$ cat src/hdl/pfn_pkg.sv
// shared types, constants and command/status bundles of the polygon face normal block
package pfn_pkg;

	localparam int MAX_VERTS = 64;
	localparam int CNT_W     = $clog2(MAX_VERTS + 2);
	localparam int CRD_W     = 16;
	localparam int DIFF_W    = CRD_W + 1;
	localparam int PROD_W    = 2 * DIFF_W;
	localparam int CORN_W    = PROD_W + 1;
	localparam int SUM_W     = 40;
	localparam int MAG_W     = 30;
	localparam int SQ_W      = 63;
	localparam int ROOT_W    = 32;
	localparam int QUO_W     = 15;
	localparam int NUM_W     = MAG_W + QUO_W + 1;
	localparam int OUT_W     = 16;
	localparam int SQRT_STEPS = SQ_W / 2 + 1;
	localparam int STEP_W    = $clog2(SQRT_STEPS);

	typedef struct packed {
		logic signed [CRD_W-1:0] x;
		logic signed [CRD_W-1:0] y;
		logic signed [CRD_W-1:0] z;
	} vtx_t;

	typedef enum logic [1:0] {
		COMP_X,
		COMP_Y,
		COMP_Z
	} comp_t;

	typedef enum logic [1:0] {
		CN_STREAM,
		CN_WRAP0,
		CN_WRAP1
	} corner_t;

	typedef enum logic [3:0] {
		ST_IDLE,
		ST_DIFF,
		ST_MULX,
		ST_MULY,
		ST_MULZ,
		ST_ACCZ,
		ST_SHIFT,
		ST_FINAL,
		ST_CHECK,
		ST_SCALE,
		ST_SQ,
		ST_RINIT,
		ST_SQRT,
		ST_DLOAD,
		ST_DSTEP,
		ST_OUT
	} state_t;

	typedef struct packed {
		logic    load_vtx;
		logic    wr_f0;
		logic    wr_f1;
		corner_t corner;
		logic    diff_en;
		logic    mul_en;
		comp_t   mul_sel;
		logic    acc_en;
		comp_t   acc_sel;
		logic    shift_recent;
		logic    clear_face;
		logic    mag_load;
		logic    scale_shift;
		logic    sq_en;
		comp_t   sq_sel;
		logic    sqrt_init;
		logic    sqrt_step;
		logic    div_load;
		logic    div_step;
		logic    div_last;
		comp_t   div_sel;
		logic    out_load;
		logic    degen;
	} pfn_cmd_t;

	typedef struct packed {
		logic zero_sum;
		logic big;
	} pfn_stat_t;

endpackage

$ cat src/hdl/pfn_ctrl.sv
// sequencer of the polygon face normal block: vertex flow, corners, normalize, result
module pfn_ctrl (
	input  logic               clk,
	input  logic               arst_n,
	input  logic               in_valid,
	input  logic               last_vertex,
	input  logic               out_stall,
	input  pfn_pkg::pfn_stat_t stat,
	output logic               in_stall,
	output logic               out_valid,
	output pfn_pkg::pfn_cmd_t  cmd
);
	import pfn_pkg::*;

	state_t           state_q, state_d;
	logic [CNT_W-1:0] count_q;
	logic             last_q;
	corner_t          corner_q;
	logic [STEP_W-1:0] cnt_q;
	logic [1:0]       idx_q;
	logic             degen_q;
	logic             out_valid_q;
	logic             accept;
	logic             out_free;
	logic             cnt_end_div;

	assign accept      = in_valid && (state_q == ST_IDLE);
	assign out_free    = !out_valid_q || !out_stall;
	assign cnt_end_div = (cnt_q == STEP_W'(QUO_W - 1));
	assign in_stall    = (state_q != ST_IDLE);
	assign out_valid   = out_valid_q;

	// next state
	always_comb begin
		state_d = state_q;
		case (state_q)
			ST_IDLE: begin
				if (accept) begin
					if (count_q < CNT_W'(MAX_VERTS))
						state_d = (count_q >= CNT_W'(2)) ? ST_DIFF : ST_SHIFT;
					else
						state_d = last_vertex ? ST_FINAL : ST_IDLE;
				end
			end
			ST_DIFF:  state_d = ST_MULX;
			ST_MULX:  state_d = ST_MULY;
			ST_MULY:  state_d = ST_MULZ;
			ST_MULZ:  state_d = ST_ACCZ;
			ST_ACCZ: begin
				case (corner_q)
					CN_STREAM: state_d = ST_SHIFT;
					CN_WRAP0:  state_d = ST_DIFF;
					CN_WRAP1:  state_d = ST_CHECK;
					default:   state_d = ST_SHIFT;
				endcase
			end
			ST_SHIFT: state_d = last_q ? ST_FINAL : ST_IDLE;
			ST_FINAL: begin
				if (count_q < CNT_W'(3) || count_q > CNT_W'(MAX_VERTS))
					state_d = ST_OUT;
				else if (count_q > CNT_W'(3))
					state_d = ST_DIFF;
				else
					state_d = ST_CHECK;
			end
			ST_CHECK: state_d = stat.zero_sum ? ST_OUT : ST_SCALE;
			ST_SCALE: state_d = stat.big ? ST_SCALE : ST_SQ;
			ST_SQ:    state_d = (idx_q == 2'(COMP_Z)) ? ST_RINIT : ST_SQ;
			ST_RINIT: state_d = ST_SQRT;
			ST_SQRT:  state_d = (cnt_q == STEP_W'(SQRT_STEPS - 1)) ? ST_DLOAD : ST_SQRT;
			ST_DLOAD: state_d = ST_DSTEP;
			ST_DSTEP: begin
				if (cnt_end_div)
					state_d = (idx_q == 2'(COMP_Z)) ? ST_OUT : ST_DLOAD;
			end
			ST_OUT:   state_d = out_free ? ST_IDLE : ST_OUT;
			default:  state_d = ST_IDLE;
		endcase
	end

	// commands
	always_comb begin
		cmd          = '0;
		cmd.corner   = corner_q;
		cmd.sq_sel   = comp_t'(idx_q);
		cmd.div_sel  = comp_t'(idx_q);
		cmd.degen    = degen_q;
		cmd.load_vtx = accept;
		cmd.wr_f0    = accept && (count_q == CNT_W'(0));
		cmd.wr_f1    = accept && (count_q == CNT_W'(1));
		case (state_q)
			ST_DIFF: cmd.diff_en = 1'b1;
			ST_MULX: begin
				cmd.mul_en  = 1'b1;
				cmd.mul_sel = COMP_X;
			end
			ST_MULY: begin
				cmd.mul_en  = 1'b1;
				cmd.mul_sel = COMP_Y;
				cmd.acc_en  = 1'b1;
				cmd.acc_sel = COMP_X;
			end
			ST_MULZ: begin
				cmd.mul_en  = 1'b1;
				cmd.mul_sel = COMP_Z;
				cmd.acc_en  = 1'b1;
				cmd.acc_sel = COMP_Y;
			end
			ST_ACCZ: begin
				cmd.acc_en  = 1'b1;
				cmd.acc_sel = COMP_Z;
			end
			ST_SHIFT: cmd.shift_recent = 1'b1;
			ST_CHECK: cmd.mag_load = !stat.zero_sum;
			ST_SCALE: cmd.scale_shift = stat.big;
			ST_SQ:    cmd.sq_en = 1'b1;
			ST_RINIT: cmd.sqrt_init = 1'b1;
			ST_SQRT:  cmd.sqrt_step = 1'b1;
			ST_DLOAD: cmd.div_load = 1'b1;
			ST_DSTEP: begin
				cmd.div_step = 1'b1;
				cmd.div_last = cnt_end_div;
			end
			ST_OUT: begin
				cmd.out_load   = out_free;
				cmd.clear_face = out_free;
			end
			default: ;
		endcase
	end

	always_ff @(posedge clk or negedge arst_n) begin
		if (!arst_n) begin
			state_q     <= ST_IDLE;
			count_q     <= '0;
			last_q      <= 1'b0;
			corner_q    <= CN_STREAM;
			cnt_q       <= '0;
			idx_q       <= '0;
			degen_q     <= 1'b0;
			out_valid_q <= 1'b0;
		end else begin
			state_q <= state_d;

			if (accept) begin
				last_q   <= last_vertex;
				corner_q <= CN_STREAM;
				if (count_q <= CNT_W'(MAX_VERTS))
					count_q <= count_q + CNT_W'(1);
			end

			if (state_q == ST_FINAL) begin
				corner_q <= CN_WRAP0;
				degen_q  <= (count_q < CNT_W'(3)) || (count_q > CNT_W'(MAX_VERTS));
			end
			if (state_q == ST_ACCZ && corner_q == CN_WRAP0)
				corner_q <= CN_WRAP1;
			if (state_q == ST_CHECK && stat.zero_sum)
				degen_q <= 1'b1;

			// iteration counter for the root and the quotient
			if (state_q == ST_SQRT || state_q == ST_DSTEP)
				cnt_q <= (state_q == ST_DSTEP && cnt_end_div) ? '0 : cnt_q + STEP_W'(1);
			else
				cnt_q <= '0;

			// component index
			case (state_q)
				ST_SCALE: idx_q <= '0;
				ST_SQ:    idx_q <= (idx_q == 2'(COMP_Z)) ? '0 : idx_q + 2'd1;
				ST_SQRT:  idx_q <= '0;
				ST_DSTEP: if (cnt_end_div) idx_q <= idx_q + 2'd1;
				default: ;
			endcase

			if (cmd.out_load) begin
				out_valid_q <= 1'b1;
				count_q     <= '0;
			end else if (!out_stall) begin
				out_valid_q <= 1'b0;
			end
		end
	end

endmodule

$ cat config.mk
export PLATFORM = sky130hd
export DESIGN_NAME = pfn_ctrl
export DESIGN_NICKNAME = d
export VERILOG_FILES = /design/src/hdl/pfn_pkg.sv /design/src/hdl/pfn_ctrl.sv
export SDC_FILE = /design/constraint.sdc
export NUM_CORES = 1
export LEC_CHECK = 0
export BUFFER_PORTS_ARGS = -buffer_cell sky130_fd_sc_hd__buf_4
export CAP_MARGIN = 20
export CORE_ASPECT_RATIO = 0.5
export CORE_MARGIN = 10
export CORE_UTILIZATION = 25
export DETAILED_ROUTE_END_ITERATION = 16
export HOLD_SLACK_MARGIN = 0.06
export PLACE_DENSITY = 0.55
export SYNTH_ARGS = -nofsm -noshare
export SYNTH_HDL_FRONTEND = slang
export SYNTH_SLANG_ARGS = --single-unit
$ cat constraint.sdc
create_clock -name clk -period 1.9 [get_ports clk]
set_clock_uncertainty 0.1 [all_clocks]
set_input_delay 0.38 -clock clk [delete_from_list [all_inputs] [get_ports clk]]
set_output_delay 0.38 -clock clk [all_outputs]
set_load 0.01 [all_outputs]
==> qor.yml <==
run_status:
  status: "finished with violations"
  violations: "negative setup slack"
cts:
  numCtsBuffers: 3
  cts_root_buffer: "clkbuf_16"
  htreeDepth: 1
  cts_tree: "built"
  path_clk_slew_ps: 60
  clkSinkCount: 23
  clk_path_buf_depth: 2
  insertion_delay_ps: 260
timing:
  max_slew_margin_pct: 75.4
  fin_ws_ps: -171
  post-route-period-util_pct: 109
  maxSlewViolCount: 0
  finalSetupViolCount: 9
  tightestPinTransition_ps: 366
  finalSetupTns_ps: -764
  whs_ps: 231
  rsz0062_at_grt: "true"
  fmax_mhz: 483
  finalCriticalPeriod_ps: 2070
  hold_viol_final: 0
yosys:
  synth-seq-area-share_pct: 34.0
  synth_cells: 205
  synthDistinctLibCells: 49
  synth_nets: 224
  async_flop_share_pct: 100
  ys.flop_type: "dfrtp_1"
  syn-mean-instance-area_um2: 8.25
  yosys_warnings: 0
  synth_edf_count: 0
  synth_seq_cells: 23
  synth_area_um2: 1690
cells_and_area:
  multi_input_area_um2: 1170
  ff_latch_area_um2: 579
  syn_to_final_growth_pct: 59.2
  diodes: 0
  fin_cells: 372
  drive_gt1_share_pct: 45.0
  nNetsFinal: 300
  n_fill_cell: 658
setup_path:
  critPathTopFamily: "simple AND/OR/NAND/NOR gates"
  required_ps: 1420
  worst_r2r_path_depth: 5
  crit_buf_inv: 1
  slowest_stage: "or4_4"
  critPathArrivalTime_ps: 1590
  cp_cell_sequence: "or4_4 -> nor2_4 -> and3_1 -> buf_4"
  path_max_fanout: 3
  cp-end-kind: "output pin"
  cp.depth: 4
  worstSetupPathType: "flop to output pin"
  critPathLaunchType: "flop"
  max_stage_delay_ps: 570
route:
  first_pass_iters: 4
  drt_iter0_markers: 139
  num_vias: 1799
  drt_wl_total_mm: 5.27
  wl_per_cell_um: 14.2
  postRouteAntennaNets: 0
  routed_via_density: 4.84
  post-route-drc-count: 0
power:
  p_per_area_nw_per_um2: 1470
  power_leakage_nw: 1.29
  vdd_ir_drop_max_uv: 476
global_routing:
  overflow: 0
  grt_usage_pct: 9.21
  grt_pass1_vias: 1711
  grt_max_degree: 24
  grt_pass1_wl_mm: 8.38
  antenna_found_initial: 0
die:
  io_pins: 37
  die_x_um: 136
  fp.dieH_um: 78.2
  die-area_um2: 10700
  rows: 21
  start_util_pct: 25.5
  core_um2: 6620
place:
  dp_cells: 351
  dp_hpwl_mm: 3.87
  place_ws_ps: 8.75
  port_buffers: 36
  gp_congestion: 0.834
hold_path:
  hold_depth: 3
  hold_path.class: "input pin to flop"
run:
  max_cap_viol_count: 0
state kept, by name (all words and copies together) (netlist names):
register	count
out_valid	1
count_q	7
last_q	1
corner_q	2
state_q	4
degen_q	1
idx_q	2
cnt_q	5
layer usage:
layer / vias up / global-route usage [%] / part of all wire (%)
met4: 0 / 1.80 / 1.3
met5: - / 0 / 0
met1: 879 / 11.5 / 44
met3: 9 / 1.40 / 3.1
met2: 35 / 16.5 / 51
li1: 876 / - / -
power breakdown:
group	switching, W	internal, W	leakage, nW
clock network	0.000184	0.000284	0.0409
registers	0.000213	0.000649	0.291
logic	0.00128	0.00135	0.959
cell type report:
cell class / count / share of cell area (%)
repair buffers: 85 / 26.0
multi-input cells: 155 / 43.4
flip-flops and latches: 23 / 21.5
well taps: 92 / 4.27
clock inverters: 1 / 0.186
clock buffers: 3 / 2.79
inverters: 13 / 1.90
cell usage after synthesis (2+ instances only):
master / n / area, µm²
nor2_1: 25 / 93.8
dfrtp_1: 23 / 576
nand2_1: 17 / 63.8
nand3_1: 14 / 70.1
inv_1: 13 / 48.8
ha_1: 12 / 150
a21oi_1: 10 / 50.1
nand2b_1: 6 / 37.5
and3_1: 5 / 31.3
buf_2: 5 / 25.0
buf_4: 5 / 37.5
nor2b_1: 5 / 31.3
nor3_1: 5 / 25.0
nor4_1: 4 / 25.0
o21ai_0: 4 / 20.0
o22ai_1: 4 / 25.0
a22oi_1: 3 / 22.5
buf_1: 3 / 11.3
or3_1: 3 / 18.8
xnor2_1: 3 / 26.3
xor2_1: 3 / 26.3
a21o_1: 2 / 15.0
a31oi_1: 2 / 12.5
nand3b_1: 2 / 15.0
nand4_1: 2 / 12.5
o211ai_1: 2 / 15.0
worst register-to-register path, stage by stage, from the launching register on:
cell     delay [ps]
dfrtp_1         370
or4_4           570
buf_4           170
nor3_2           90
a211o_2         170
or4b_1          430
cells by family (layout without fill, tap and decap cells):
| group | Yosys count | in the layout | share of synthesized area, % |
|---|---|---|---|
| simple gates | 98 | 98 | 30.5 |
| compound gates | 38 | 38 | 15.3 |
| buf+inv | 27 | 102 | 7.47 |
| flops | 23 | 23 | 34.0 |
| fa+ha+maj | 12 | 12 | 8.88 |
| xor+xnor | 6 | 6 | 3.11 |
| mux | 1 | 1 | 0.666 |
stage by stage:
step                utilization [%]  area (µm²)  power (W)
finish                         40.7        2690    0.00396
global route                   40.7        2690    0.00425
CTS                            38.0        2510    0.00361
detailed placement             34.0        2250    0.00287
global placement               34.0        2250    0.00285
floorplan                         -        1690    0.00199
final timing paths:
path | start | endpoint | slack (ps)
max in group asynchronous | arst_n | state_q[1]$_DFFE_PN0P_ | 990
hold / removal | last_vertex | last_q$_DFFE_PN0P_ | 230
min in group asynchronous | arst_n | out_valid$_DFFE_PN0P_ | 460
setup / recovery | count_q[5]$_DFFE_PN0P_ | cmd[26] | -170
hold reg to reg | degen_q$_DFFE_PN0P_ | degen_q$_DFFE_PN0P_ | 410
setup reg to reg | count_q[5]$_DFFE_PN0P_ | state_q[2]$_DFFE_PN0P_ | -120
layout by cell type (no fill, tap or decap), types with 3 or more instances in the layout:
cell | synthesis | final
buf_4 | 5 | 73
nor2_1 | 25 | 22
dfrtp_1 | 23 | 20
nand2_1 | 17 | 16
nand3_1 | 14 | 12
inv_1 | 13 | 11
ha_1 | 12 | 11
buf_6 | 0 | 9
a21oi_1 | 10 | 8
nor3_2 | 1 | 5
nand2b_4 | 0 | 5
and3_1 | 5 | 4
o21ai_0 | 4 | 4
nor2b_4 | 0 | 3
xor2_1 | 3 | 3
xnor2_1 | 3 | 3
or3_1 | 3 | 3
a22oi_1 | 3 | 3
nor4_1 | 4 | 3
o22ai_1 | 4 | 3
clkbuf_16 | 0 | 3
dfrtp_2 | 0 | 3
what timing repair did:
item / 4_1_cts / 5_1_grt
gates cloned: 0 / 0
setup endpoints to repair: 15 / 24
pin swaps: 7 / 11
hold buffers: 1 / 0
hold endpoints to repair: 23 / 0
resized for setup: 24 / 28
buffers inserted: 12 / 6
No activity file was read; power rests on OpenSTA's default activity.
